### config.mk
export PLATFORM = sky130hd
export DESIGN_NAME = http_request_head_checker_unit
export DESIGN_NICKNAME = d
export VERILOG_FILES = /design/src/rtl/hrhc_pkg.sv /design/src/rtl/hrhc_core.sv /design/src/rtl/http_request_head_checker_unit.sv
export SDC_FILE = /design/constraint.sdc
export NUM_CORES = 1
export LEC_CHECK = 0
export BUFFER_PORTS_ARGS = -buffer_cell sky130_fd_sc_hd__buf_4
export CORE_ASPECT_RATIO = 2
export CORE_MARGIN = 5
export CORE_UTILIZATION = 50
export CTS_BUF_LIST = sky130_fd_sc_hd__clkbuf_4 sky130_fd_sc_hd__clkbuf_8
export DETAILED_ROUTE_END_ITERATION = 6
export PLACE_DENSITY = 0.68
export SYNTH_ARGS = -nofsm -noshare
export SYNTH_HDL_FRONTEND = slang
export SYNTH_SLANG_ARGS = --single-unit
export TNS_END_PERCENT = 50
### constraint.sdc
create_clock -name clk -period 5 [get_ports clk]
set_clock_uncertainty 0.15 [all_clocks]
set_input_delay 1.5 -clock clk [delete_from_list [all_inputs] [get_ports clk]]
set_output_delay 1.5 -clock clk [all_outputs]
set_load 0.01 [all_outputs]
### src/rtl/hrhc_pkg.sv
// Shared types, constants and per-byte update functions of the HTTP request head checker.
package hrhc_pkg;

	// Default width of the header line counter.
	localparam int COUNT_BITS_DEF = 8;

	// Character codes used by the parser.
	localparam logic [7:0] CH_SP    = 8'h20;
	localparam logic [7:0] CH_TAB   = 8'h09;
	localparam logic [7:0] CH_CR    = 8'h0D;
	localparam logic [7:0] CH_LF    = 8'h0A;
	localparam logic [7:0] CH_COLON = 8'h3A;
	localparam logic [7:0] CH_SLASH = 8'h2F;
	localparam logic [7:0] CH_STAR  = 8'h2A;
	localparam logic [7:0] CH_ZERO  = 8'h30;
	localparam logic [7:0] CH_ONE   = 8'h31;

	// Byte class codes.
	localparam logic [2:0] CLS_METHOD   = 3'd0;
	localparam logic [2:0] CLS_TARGET   = 3'd1;
	localparam logic [2:0] CLS_VERSION  = 3'd2;
	localparam logic [2:0] CLS_NAME     = 3'd3;
	localparam logic [2:0] CLS_VALUE    = 3'd4;
	localparam logic [2:0] CLS_SEP      = 3'd5;
	localparam logic [2:0] CLS_LINE_END = 3'd6;
	localparam logic [2:0] CLS_LWS      = 3'd7;

	// Error codes.
	localparam logic [2:0] ERR_NONE       = 3'd0;
	localparam logic [2:0] ERR_SPACES     = 3'd1;
	localparam logic [2:0] ERR_EMPTY      = 3'd2;
	localparam logic [2:0] ERR_TARGET     = 3'd3;
	localparam logic [2:0] ERR_VERSION    = 3'd4;
	localparam logic [2:0] ERR_EMPTY_LINE = 3'd5;
	localparam logic [2:0] ERR_NO_COLON   = 3'd6;
	localparam logic [2:0] ERR_BAD_NAME   = 3'd7;

	// Method codes.
	localparam logic [1:0] METH_UNKNOWN = 2'd0;

	// Method words: GET, HEAD, POST, and their lengths.
	localparam logic [7:0] METH_WORD [3][4] = '{
		'{8'h47, 8'h45, 8'h54, 8'h00},
		'{8'h48, 8'h45, 8'h41, 8'h44},
		'{8'h50, 8'h4F, 8'h53, 8'h54}
	};
	localparam logic [2:0] METH_LEN [3] = '{3'd3, 3'd4, 3'd4};

	// Version prefix "HTTP/1." followed by '0' or '1'.
	localparam logic [7:0] VER_PREFIX [7] = '{
		8'h48, 8'h54, 8'h54, 8'h50, 8'h2F, 8'h31, 8'h2E
	};
	localparam logic [3:0] VER_LEN = 4'd8;
	localparam logic [3:0] VER_IDX_MAX = 4'd9;

	// Parser phase, one-hot.
	typedef enum logic [5:0] {
		PH_METHOD  = 6'b000001,
		PH_TARGET  = 6'b000010,
		PH_VERSION = 6'b000100,
		PH_NAME    = 6'b001000,
		PH_LWS     = 6'b010000,
		PH_VALUE   = 6'b100000
	} phase_t;

	// Parser state apart from the header counter.
	typedef struct packed {
		phase_t     phase;
		logic [1:0] spaces;
		logic [2:0] m_cand;   // still matching GET, HEAD, POST
		logic [2:0] m_idx;    // method length, saturating at 7
		logic [2:0] t_info;   // bit0 not empty, bit1 starts with '/', bit2 is "*"
		logic       v_ok;
		logic [3:0] v_idx;    // version length, saturating at 9
		logic       cr_pend;
		logic [2:0] lf;       // bit0 data, bit1 colon, bit2 blank in name
		logic [2:0] first_err;
	} st_t;

	localparam st_t ST_RESET = '{
		phase:     PH_METHOD,
		spaces:    2'd0,
		m_cand:    3'b111,
		m_idx:     3'd0,
		t_info:    3'd0,
		v_ok:      1'b1,
		v_idx:     4'd0,
		cr_pend:   1'b0,
		lf:        3'd0,
		first_err: ERR_NONE
	};

	// State and class after one data byte.
	typedef struct packed {
		st_t        st;
		logic [2:0] cls;
	} db_res_t;

	// State after a line end, and whether a header line was accepted.
	typedef struct packed {
		st_t  st;
		logic inc;
	} el_res_t;

	// One result transfer.
	typedef struct packed {
		logic [7:0] byte_val;
		logic [2:0] cls;
		logic       cr_data;
		logic       line_done;
		logic       done;
		logic       ok;
		logic [2:0] err;
		logic [1:0] mcode;
		logic [7:0] total;
	} res_t;

	// Keep only the first error.
	function automatic st_t note_error(input st_t s, input logic [2:0] kind);
		st_t r;
		r = s;
		if (r.first_err == ERR_NONE) begin
			r.first_err = kind;
		end
		return r;
	endfunction

	// Narrow the method candidates by one byte.
	function automatic st_t method_update(input st_t s, input logic [7:0] b);
		st_t r;
		r = s;
		for (int k = 0; k < 3; k++) begin
			if (s.m_idx >= METH_LEN[k] || s.m_idx[2]) begin
				r.m_cand[k] = 1'b0;
			end else if (METH_WORD[k][s.m_idx[1:0]] != b) begin
				r.m_cand[k] = 1'b0;
			end
		end
		if (s.m_idx != 3'd7) begin
			r.m_idx = s.m_idx + 3'd1;
		end
		return r;
	endfunction

	// Match the version string by one byte.
	function automatic st_t version_update(input st_t s, input logic [7:0] b);
		st_t r;
		r = s;
		if (s.v_idx < 4'd7) begin
			r.v_ok = s.v_ok & (b == VER_PREFIX[s.v_idx[2:0]]);
		end else if (s.v_idx == 4'd7) begin
			r.v_ok = s.v_ok & (b == CH_ZERO || b == CH_ONE);
		end else begin
			r.v_ok = 1'b0;
		end
		if (s.v_idx < VER_IDX_MAX) begin
			r.v_idx = s.v_idx + 4'd1;
		end
		return r;
	endfunction

	// Apply one data byte to the current field.
	function automatic db_res_t data_byte(input st_t s, input logic [7:0] b);
		db_res_t r;
		logic    blank;
		r.st  = s;
		r.cls = CLS_VALUE;
		blank = (b == CH_SP) || (b == CH_TAB);
		case (s.phase)
			PH_METHOD: begin
				if (b == CH_SP) begin
					r.st.spaces = 2'd1;
					r.st.phase  = PH_TARGET;
					r.cls       = CLS_SEP;
				end else begin
					r.st  = method_update(s, b);
					r.cls = CLS_METHOD;
				end
			end
			PH_TARGET: begin
				if (b == CH_SP) begin
					r.st.spaces = 2'd2;
					r.st.phase  = PH_VERSION;
					r.cls       = CLS_SEP;
				end else begin
					if (!s.t_info[0]) begin
						r.st.t_info = {b == CH_STAR, b == CH_SLASH, 1'b1};
					end else begin
						r.st.t_info = s.t_info & 3'b011;
					end
					r.cls = CLS_TARGET;
				end
			end
			PH_VERSION: begin
				if (b == CH_SP) begin
					r.st.spaces = 2'd3;
					r.cls       = CLS_SEP;
				end else begin
					r.st  = version_update(s, b);
					r.cls = CLS_VERSION;
				end
			end
			PH_NAME: begin
				if (b == CH_COLON) begin
					if (!s.lf[0] || s.lf[2]) begin
						r.st = note_error(s, ERR_BAD_NAME);
					end
					r.st.lf    = s.lf | 3'b011;
					r.st.phase = PH_LWS;
					r.cls      = CLS_SEP;
				end else begin
					r.st.lf = s.lf | {blank, 1'b0, 1'b1};
					r.cls   = CLS_NAME;
				end
			end
			PH_LWS: begin
				if (blank) begin
					r.cls = CLS_LWS;
				end else begin
					r.st.phase = PH_VALUE;
					r.cls      = CLS_VALUE;
				end
			end
			default: begin
				r.cls = CLS_VALUE;
			end
		endcase
		return r;
	endfunction

	// Check the line that just ended and start a header line.
	function automatic el_res_t end_line(input st_t s);
		el_res_t r;
		r.st  = s;
		r.inc = 1'b0;
		if (s.phase == PH_METHOD || s.phase == PH_TARGET || s.phase == PH_VERSION) begin
			if (s.spaces != 2'd2) begin
				r.st = note_error(s, ERR_SPACES);
			end else if (s.m_idx == 3'd0 || !s.t_info[0]) begin
				r.st = note_error(s, ERR_EMPTY);
			end else if (s.t_info[2:1] == 2'b00) begin
				r.st = note_error(s, ERR_TARGET);
			end else if (!(s.v_ok && s.v_idx == VER_LEN)) begin
				r.st = note_error(s, ERR_VERSION);
			end
		end else begin
			if (!s.lf[0]) begin
				r.st = note_error(s, ERR_EMPTY_LINE);
			end else if (!s.lf[1]) begin
				r.st = note_error(s, ERR_NO_COLON);
			end else begin
				r.inc = (s.first_err == ERR_NONE);
			end
		end
		r.st.phase = PH_NAME;
		r.st.lf    = 3'd0;
		return r;
	endfunction

	// Method code from the final match state.
	function automatic logic [1:0] method_code_of(input st_t s);
		logic [1:0] code;
		code = METH_UNKNOWN;
		for (int k = 2; k >= 0; k--) begin
			if (s.m_cand[k] && s.m_idx == METH_LEN[k]) begin
				code = 2'(k + 1);
			end
		end
		return code;
	endfunction

endpackage

### src/rtl/hrhc_core.sv
// Parser state registers and the single-pass per-byte update logic.
module hrhc_core import hrhc_pkg::*; #(
	parameter int COUNT_BITS = COUNT_BITS_DEF
) (
	input  logic       clk,
	input  logic       arst_n,
	input  logic       advance,
	input  logic [7:0] byte_val,
	input  logic       last,
	output res_t       res
);

	localparam logic [COUNT_BITS-1:0] COUNT_MAX = {COUNT_BITS{1'b1}};

	st_t                   st_q;
	logic [COUNT_BITS-1:0] count_q;

	st_t                   st_d;
	logic [COUNT_BITS-1:0] count_d;

	// Work out the result and next state for the byte in the input register.
	always_comb begin
		st_t                   s;
		db_res_t               d1;
		db_res_t               d2;
		el_res_t               e1;
		el_res_t               e2;
		logic [2:0]            cls;
		logic                  cr_data;
		logic                  closed;
		logic                  inc;
		logic [COUNT_BITS-1:0] count_n;

		s       = st_q;
		cls     = CLS_LINE_END;
		cr_data = 1'b0;
		closed  = 1'b0;
		inc     = 1'b0;
		d1      = '0;
		d2      = '0;
		e1      = '0;
		e2      = '0;

		if (st_q.cr_pend && byte_val == CH_LF) begin
			// CR LF closes the line.
			s.cr_pend = 1'b0;
			closed    = 1'b1;
			e1        = end_line(s);
			s         = e1.st;
			inc       = e1.inc;
		end else begin
			// A waiting CR without LF becomes data of its field.
			if (st_q.cr_pend) begin
				s.cr_pend = 1'b0;
				cr_data   = 1'b1;
				d1        = data_byte(s, CH_CR);
				s         = d1.st;
			end
			if (byte_val == CH_CR && !last) begin
				s.cr_pend = 1'b1;
				cls       = CLS_LINE_END;
			end else begin
				d2  = data_byte(s, byte_val);
				s   = d2.st;
				cls = d2.cls;
			end
		end

		// A head without a closing CR LF has its last line checked here.
		if (last && !closed) begin
			e2  = end_line(s);
			s   = e2.st;
			inc = e2.inc;
		end

		count_n = (inc && count_q != COUNT_MAX) ? count_q + 1'b1 : count_q;

		res.byte_val  = byte_val;
		res.cls       = cls;
		res.cr_data   = cr_data;
		res.line_done = closed;
		res.done      = last;
		res.ok        = last && (s.first_err == ERR_NONE);
		res.mcode     = (last && (s.first_err == ERR_NONE || s.first_err >= ERR_EMPTY_LINE))
			? method_code_of(s) : METH_UNKNOWN;
		res.err       = s.first_err;
		res.total     = (count_n > COUNT_BITS'(255)) ? 8'hFF : 8'(count_n);

		st_d    = last ? ST_RESET : s;
		count_d = last ? '0 : count_n;
	end

	// State advances once per byte moved out of the input register.
	always_ff @(posedge clk or negedge arst_n) begin
		if (!arst_n) begin
			st_q    <= ST_RESET;
			count_q <= '0;
		end else if (advance) begin
			st_q    <= st_d;
			count_q <= count_d;
		end
	end

endmodule

### src/rtl/http_request_head_checker_unit.sv
// Top level of the HTTP request head checker: input register, parser core, result register.
//
// Usage: request head bytes enter on the req channel (byte_in, last), one byte per
// transfer, with last set on the final byte of a head. For every byte, one result
// leaves on the res channel: the byte itself, its class, the CR-as-data and line-end
// flags, and on the final byte the verdict, first error, method code and header count.
// A transfer takes place on a rising clock edge where valid is high and stall is low.
//
// A byte from a req transfer is held in the input register and moves into the result
// register, raising res_valid, once that register is empty or its result is taken.
// The parser state is updated as a byte moves from the input register to the
// result register, so one byte per cycle is sustained while res_stall stays low.
// When res_stall is high, the result register holds; a byte may still enter the
// input register if it is empty, and req_stall rises once both registers are full.
// Reset clears all parser state and both valid flags; after the final byte of a head
// the parser returns to its reset state on its own, ready for the next head.
module http_request_head_checker_unit import hrhc_pkg::*; #(
	parameter int COUNT_BITS = COUNT_BITS_DEF
) (
	input  logic       clk,
	input  logic       arst_n,
	input  logic       req_valid,
	output logic       req_stall,
	input  logic [7:0] byte_in,
	input  logic       last,
	output logic       res_valid,
	input  logic       res_stall,
	output logic [7:0] byte_out,
	output logic [2:0] byte_class,
	output logic       cr_was_data,
	output logic       line_done,
	output logic       done_res,
	output logic       head_ok,
	output logic [2:0] error_kind,
	output logic [1:0] method_code,
	output logic [7:0] header_total
);

	logic       valid_s1;
	logic [7:0] byte_s1;
	logic       last_s1;
	logic       valid_s2;
	res_t       res_s2;

	res_t       res_c;
	logic       open_s2;
	logic       adv_s2;

	// Stage two moves when empty or when its result is taken.
	assign open_s2   = !valid_s2 || !res_stall;
	assign adv_s2    = valid_s1 && open_s2;
	assign req_stall = valid_s1 && !open_s2;

	hrhc_core #(
		.COUNT_BITS(COUNT_BITS)
	) u_core (
		.clk     (clk),
		.arst_n  (arst_n),
		.advance (adv_s2),
		.byte_val(byte_s1),
		.last    (last_s1),
		.res     (res_c)
	);

	// Valid flags of both stages.
	always_ff @(posedge clk or negedge arst_n) begin
		if (!arst_n) begin
			valid_s1 <= 1'b0;
			valid_s2 <= 1'b0;
		end else begin
			if (!req_stall) begin
				valid_s1 <= req_valid;
			end
			if (open_s2) begin
				valid_s2 <= valid_s1;
			end
		end
	end

	// Input register payload.
	always_ff @(posedge clk) begin
		if (!req_stall && req_valid) begin
			byte_s1 <= byte_in;
			last_s1 <= last;
		end
	end

	// Result register payload.
	always_ff @(posedge clk) begin
		if (adv_s2) begin
			res_s2 <= res_c;
		end
	end

	assign res_valid    = valid_s2;
	assign byte_out     = res_s2.byte_val;
	assign byte_class   = res_s2.cls;
	assign cr_was_data  = res_s2.cr_data;
	assign line_done    = res_s2.line_done;
	assign done_res     = res_s2.done;
	assign head_ok      = res_s2.ok;
	assign error_kind   = res_s2.err;
	assign method_code  = res_s2.mcode;
	assign header_total = res_s2.total;

endmodule

Yosys cells after proc, flatten, opt, wreduce, memory -nomap -nowiden
Memories as Yosys holds them, arrays and structs flattened.
Cells that the tools add are included.

word-level totals
  bits in latches = 0
  logic and storage cells = 263
  bits in writable memories = 0
  ROM bits = 128
  input port bits = 13
  register bits after elaboration = 76
  memories kept = 2

cells by class
  $lt $le $gt $ge = 14
  multipliers = 0
  bitwise logic cells = 9
  multiplexer cells = 120
  add/sub/neg operators = 5
  reductions and logical operators = 48
  equal/unequal tests = 40
  divide/modulo/power cells = 0
  shift operators = 0

memory list
  name             words  bits a word  read ports  clocked after Yosys merged registers in  write ports  line             source
  (no name shown)  8      8            1           0                                        0            hrhc_pkg.sv:150  r.v_ok = s.v_ok & (b == VER_PREFIX[s.v_idx[2:0]]);
  (no name shown)  8      8            1           0                                        0            hrhc_pkg.sv:150

operators by type and width
  kind                count
  $mux 8              20
  $mux 29             5
  $mux 3              39
  $bmux 8 s2          6
  $eq 8x6->1 const B  6
  $pmux 12 s3         1
  $mux 6              5
  $mux 1              28
  $eq 8x4->1 const B  3
  $ne 8x4->1 const B  3
  $ne 8x8->1          3
  $pmux 6 s4          1
  $mux 23             1
  $mux 22             1
  $mux 21             1
  $eq 6x1->1 const B  3
  $eq 6x2->1 const B  3
  $eq 6x3->1 const B  3
  $logic_not 3->1     6
  $pmux 6 s3          1
  $ge 3x3->1 const B  5
  $logic_or 1x1->1    15
  $pmux 3 s5          1
  $logic_and 1x1->1   14
  32 further kinds    62

Depth between registers and ports, before layout
  depth in word-level cells = 34
  mapped depth = 18

By module
From an unflattened synthesis, not the netlist that was laid out.

unflattened totals
  cells, all modules = 562
  area, all modules = 5272.6 um^2

by module, submodules not included
  module                          instances  cells an instance  area an instance (um^2)
  hrhc_core                       1          517                4068.9
  http_request_head_checker_unit  1          45                 1203.7

Least setup slack after synthesis
No wires, ideal clock.

  path type = reg-to-reg
  start point = reg u_core.st_q[27] in the netlist's numbering
  end point = reg res_s2 (netlist bit method_code[0]), data pin
  stages on the path, launching flop included = 14
  setup slack = 1.046 ns
  clock period less this slack = 3.954 ns
  data required time = 4.583 ns
  arrival = 3.537 ns
  library setup time = 0.267 ns
  buffers on the path = 1
  path through = dfrtp_1 > clkbuf_1 > or4_1 > o31ai_1 > nand2_1 > ha_1 > nor2b_1 > a211oi_1 > mux2i_1 > xnor2_1 > a31o_2 > o221a_1 > o211ai_1 > a21oi_1

on the way
  cells in the longest elaborated chain, start to end = 25
  elaborated cells on any way between the ends = 121

ends and longest elaborated chain
  what                                           line                                  source
  from (decl)                                    hrhc_core.sv:15                       st_t st_q;
  from (signal assigned)                         hrhc_core.sv:99                       st_q <= st_d;
  $eq 6x3->1                                     hrhc_pkg.sv:169, hrhc_pkg.sv:236
  $mux 6                                         -
  $mux 29                                        hrhc_core.sv:53                       if (st_q.cr_pend) begin
  $mux 29                                        hrhc_core.sv:44                       if (st_q.cr_pend && byte_val == CH_LF) begin
  $not 3->4 (not written as such)                hrhc_pkg.sv:150
  $mem_v2 8x8                                    -
  $mux 8 (not written as such) (2 in a row)      hrhc_pkg.sv:150
  $eq 8x8->1                                     hrhc_pkg.sv:150
  [8 not listed]                                 -
  $mux 3                                         hrhc_pkg.sv:241                       end else if (s.t_info[2:1] == 2'b00) begin
  $mux 3                                         hrhc_pkg.sv:239                       end else if (s.m_idx == 3'd0 || !s.t_info[0]) begin
  $mux 3                                         hrhc_pkg.sv:237                       if (s.spaces != 2'd2) begin
  $mux 3                                         hrhc_pkg.sv:236                       if (s.phase == PH_METHOD || s.phase == PH_TARGET || s.phase == PH_VERSION) begin
  $mux 29 *                                      hrhc_core.sv:70                       if (last && !closed) begin
  $ge 3x3->1 or $logic_not 3->1 (tied branches)  hrhc_core.sv:84                       res.mcode = (last && (s.first_err == ERR_NONE || s.first_err >= ERR_EMPTY_LINE))
  $logic_or 1x1->1                               hrhc_core.sv:84
  $logic_and 1x1->1                              hrhc_core.sv:84
  to (signal assigned)                           http_request_head_checker_unit.sv:91  res_s2 <= res_c;
  to (decl)                                      http_request_head_checker_unit.sv:43  res_t res_s2;

Every way passes the cells marked *; elsewhere a longest branch is shown, timed or not. The select of a mux whose other input is x is not followed.
A chain may end at the register's enable or synchronous reset.

Worst setup path in the final report
  start point = reg u_core.st_q[7] in the netlist's numbering
  end point = reg res_s2 (netlist bit method_code[1]), data pin

on the way
  cells in the longest elaborated chain, start to end = 29
  elaborated cells on any way between the ends = 64

ends and longest elaborated chain
  what                                                  line             source
  branches (longest 16 deep; another with $mem_v2 8x8)  -
  $mux 29 *                                             hrhc_core.sv:44
  $logic_and 1x1->1                                     hrhc_pkg.sv:243  end else if (!(s.v_ok && s.v_idx == VER_LEN)) begin
  $mux 3                                                hrhc_pkg.sv:243
  $mux 3                                                hrhc_pkg.sv:241
  $mux 3                                                hrhc_pkg.sv:239
  $mux 3                                                hrhc_pkg.sv:237
  $mux 3                                                hrhc_pkg.sv:236
  $mux 29 *                                             hrhc_core.sv:70
  $ge 3x3->1 or $logic_not 3->1 (tied branches)         hrhc_core.sv:84
  $logic_or 1x1->1 *                                    hrhc_core.sv:84
  $logic_and 1x1->1 *                                   hrhc_core.sv:84
  $not 1->1 (no source line) *                          -
  $reduce_or 2->1 (no source line) *                    -

Every way passes the cells marked *. The select of a mux whose other input is x is not followed.

==> reports/results.txt <==
The startpoint kind of the worst setup timing path is a register. The number of distinct library cell variants in the gate-level netlist after synthesis came out at 91. The largest area contributor in the synthesized netlist was sky130_fd_sc_hd__edfxtp_1. The highest fanout seen on the critical path works out to 10. The destination of the worst register-to-register timing path was method_code[1]. The source of the worst hold timing path is u_core.st_q[20]. The logs give 3130 sq um for the multi-input logic area and 29700 um for the first-pass GRT wire length.

Buffers inserted to repair hold after CTS numbered 0. Max-cap violations in this run came to 0. For the H-tree depth reported by CTS, the log shows 3. STA classifies the critical path endpoint as a register. After detailed routing, the average wire length per cell comes to 24.2 um. Fill cells in the final layout number 1009. The type of the tightest min-delay check is register to register.

The number of diodes added for antenna fixing came out at 0. The data arrival at the endpoint of the critical path was 4.58 ns; the share of the synthesized area in the top cell type was 20.3%. TritonCTS built the clock tree. In this run the horizontal extent of the chip is 84.0 um. Summed over all layers, the global routing overflow is 0. The run gives 0.512 ns as the worst setup slack before clock tree synthesis. Among all cell types in the netlist, the one instantiated most often is sky130_fd_sc_hd__nand2_1. For this run, global-route usage on met1 was measured as 29.6%.

The overall die height was 158 um; the buffer levels on the longest clock path was 2. Counting flops with a built-in enable in the synthesized netlist gives 37. The worst-margin pin slew works out to 0.898 ns.

Setup repair after global routing left no endpoint under its margin. For this configuration, the core starts out at a cell density of 50.6%. Among all flip-flop cells after synthesis, the most frequent one is sky130_fd_sc_hd__edfxtp_1.

Entering global routing, the biggest net connects 47 pins. After synthesis, the cell types taking the most area are sky130_fd_sc_hd__edfxtp_1, sky130_fd_sc_hd__dfrtp_1, sky130_fd_sc_hd__nand2_1, sky130_fd_sc_hd__o21ai_0, sky130_fd_sc_hd__nor2_1. The worst register-to-register path has a depth of 16.

Registers take 2090 sq um. In this design, the largest share of critical-path delay is due to compound AO/OA/AOI/OAI gates. Dividing total power by cell area gives a power density of 319 nW/um^2. The logs give 2.35 nW for the leakage power figure and 10800 sq um for the area of the core. The critical path goes through inv_2 -> ha_1 -> nor2b_1 -> o2111a_1 -> mux2i_1 -> inv_1 -> ha_1 -> nor2b_1 -> or3_1 -> a32oi_1 -> o2111a_1 -> o2111ai_1 -> o21ai_1 -> and4b_1 -> a211o_1 -> a21oi_1. In the routed design, unresolved DRC markers number 0. For the count of buffers added by post-CTS timing repair for setup, the log shows 0. At the later pin of the worst-skew pair, clock insertion delay measures 0.37 ns. The via count of the first global-routing pass is 5327. Summed over all nets, the half-perimeter wirelength after detailed placement is 14000 um. The path with the worst hold slack has its endpoint at u_core.st_q[20].

In the post-route analysis, the smallest setup slack over all paths is 0.385 ns. Max-slew violation total from the final report: 0. The die covers 13300 sq um. The synthesized design contains 76 register bits.

Counting flops with an async set or reset pin after synthesis yields a share of 51.3%. The worst setup path is of the register to register kind. The first detailed-routing pass ran for 5 iterations. Derived from the worst setup path, the maximum achievable clock frequency is 217 MHz. The instance count of the mapped netlist came out at 609. For the worst IR drop on VDD, the log shows 211 uV.

The commonest cells after synthesis are sky130_fd_sc_hd__nand2_1, sky130_fd_sc_hd__nor2_1, sky130_fd_sc_hd__o21ai_0. After clock tree synthesis, the clock-pin slew on the worst setup and hold paths is 0.08 ns. In this run the remaining antenna-violating nets after routing total 0.

The count of synthesis-stage warnings from yosys is 0. The run finished with clean final reports. The total negative slack for setup checks was 0 ns; the number of clock sinks was 76. The share of cells above drive strength 1 is 16.4%, and the summed instance area of the synthesized netlist is 5480 sq um.

For the number of failing hold endpoints at the final stage, the log shows 0. The tools report the tightest slew margin relative to the limit as 40.1%. For met3 alone, demand over resource in global routing was 4.84%. The largest individual stage delay along the critical path comes from the cell sky130_fd_sc_hd__dfrtp_1. The fraction of the yosys area taken by sequential cells was 38.2%; the total nets after synthesis was 632. The run gives 0.337 ns as the worst-case hold slack. Dividing the final minimum period by the clock period gives 92.3%. The port buffer count is 42. Most heavily used metal layer in global routing: met2. The critical path contains buffers and inverters numbering 2 combined. The average instance in the mapped netlist occupies 8.99 sq um. Compared with the post-synthesis result, the final layout area differs by 11.9%.

Across all register-to-register paths, the minimum setup slack is 0.38 ns. Count of cells along the worst hold path: 2. Buffers inserted during clock tree synthesis total 9. For the final number of setup-violating endpoints, the log shows 0. The logs give 54 for the count of standard-cell rows and 43 for the number of primary I/O pins. Counting I/O delays and the setup requirement, the final critical path takes 4.62 ns. For the post-cts resize count, the log shows 0. For this run, global-route usage on met2 was measured as 52.5%.

The final route contains 5278 vias. The peak per-stage delay on the critical path came out at 0.50 ns. For this run, the post-layout net count is 660.

The initial antenna violation count is 0. The initial DRC count is 402. The endpoint required time on the critical path is 4.97 ns, and the routed wire length is 18900 um. The cell at the root of the clock tree is sky130_fd_sc_hd__clkbuf_8. The logs give 29.3% for the overall routing resource usage and 1.02 for the last weighted congestion value of the routability-driven placer. The startpoint of the most critical register-to-register path is u_core.st_q[7]. The routed via count divided by cell count was 6.75.
==> registers in the layout, summed over array words and instances, names as in the netlist <==
signal and count:
byte_class 3, byte_out 8, byte_s1 8, cr_was_data 1, done_res 1, error_kind 3, head_ok 1, header_total 8
last_s1 1, line_done 1, method_code 2, res_valid 1, u_core.count_q 8, u_core.st_q 29, valid_s1 1
==> tightest hold or removal path, delay by kind of cell (launching register included) <==
family / cells / cell delay [ns]
flops: 1 / 0.38
compound gates: 1 / 0.06
simple gates: 1 / 0.05
==> worst max-delay path by stage <==
stage / from / endpoint / depth (start not counted)
finish: u_core.st_q[7] / method_code[1] / 16
global route: u_core.st_q[7] / method_code[0] / 16
CTS: u_core.st_q[7] / method_code[1] / 16
detailed placement: u_core.st_q[7] / method_code[1] / 16
global placement: u_core.st_q[7] / method_code[1] / 16
floorplan: u_core.st_q[27] / method_code[0] / 13
==> stage by stage <==
stage	total power, mW	util (%)	std cells	cell area, sq um
2_1_floorplan	1.22	-	609	5480
3_3_place_gp	1.40	54.6	766	5910
3_5_place_dp	1.41	54.6	766	5910
4_1_cts	1.94	56.7	782	6120
5_1_grt	2.04	56.7	782	6120
6_report	1.95	56.7	782	6120
==> logic make-up after synthesis <==
kind of cell	share of synthesized area [%]
AND/OR/NAND/NOR	24.3
buffers and inverters	4.64
adder cells (fa/ha/maj)	2.29
AO/OA/AOI/OAI	26.1
XOR/XNOR	2.81
flip-flops	38.2
multiplexers	1.69
==> area by class of cell <==
class                           count  area share, %
Multi-Input combinational cell    470           51.1
Sequential cell                    76           34.2
Timing Repair Buffer               56           6.86
Tap cell                          140           2.86
Clock buffer                       11           2.27
Inverter                           24           1.47
Clock inverter                      5           1.29
==> power by group <==
group / internal, mW / leakage, nW / total, mW / switching (mW)
sequential: 0.745 / 0.865 / 0.831 / 0.0856
clock: 0.292 / 0.114 / 0.539 / 0.247
combinational: 0.236 / 1.37 / 0.581 / 0.346
total: 1.27 / 2.35 / 1.95 / 0.678
==> layer usage <==
layer / part of all wire, % / vias to the layer above
met3: 4.7 / 103
met2: 52 / 241
met4: 8.5 / 0
met5: 0 / -
li1: - / 2389
met1: 35 / 2545
==> placed cells by master (no fill, tap or decap), types with 8 or more instances in the layout <==
cell / instances
sky130_fd_sc_hd__a211oi_1: 11
sky130_fd_sc_hd__a21oi_1: 32
sky130_fd_sc_hd__a31oi_1: 15
sky130_fd_sc_hd__and3_1: 8
sky130_fd_sc_hd__buf_4: 56
sky130_fd_sc_hd__clkbuf_8: 9
sky130_fd_sc_hd__dfrtp_1: 34
sky130_fd_sc_hd__edfxtp_1: 37
sky130_fd_sc_hd__ha_1: 10
sky130_fd_sc_hd__inv_1: 22
sky130_fd_sc_hd__nand2_1: 52
sky130_fd_sc_hd__nand2b_1: 14
sky130_fd_sc_hd__nand3_1: 21
sky130_fd_sc_hd__nor2_1: 47
sky130_fd_sc_hd__nor2b_1: 12
sky130_fd_sc_hd__nor3_1: 18
sky130_fd_sc_hd__o211ai_1: 10
sky130_fd_sc_hd__o21ai_0: 38
sky130_fd_sc_hd__o22ai_1: 9
sky130_fd_sc_hd__xnor2_1: 9
Power figures use the tool's default switching activity.
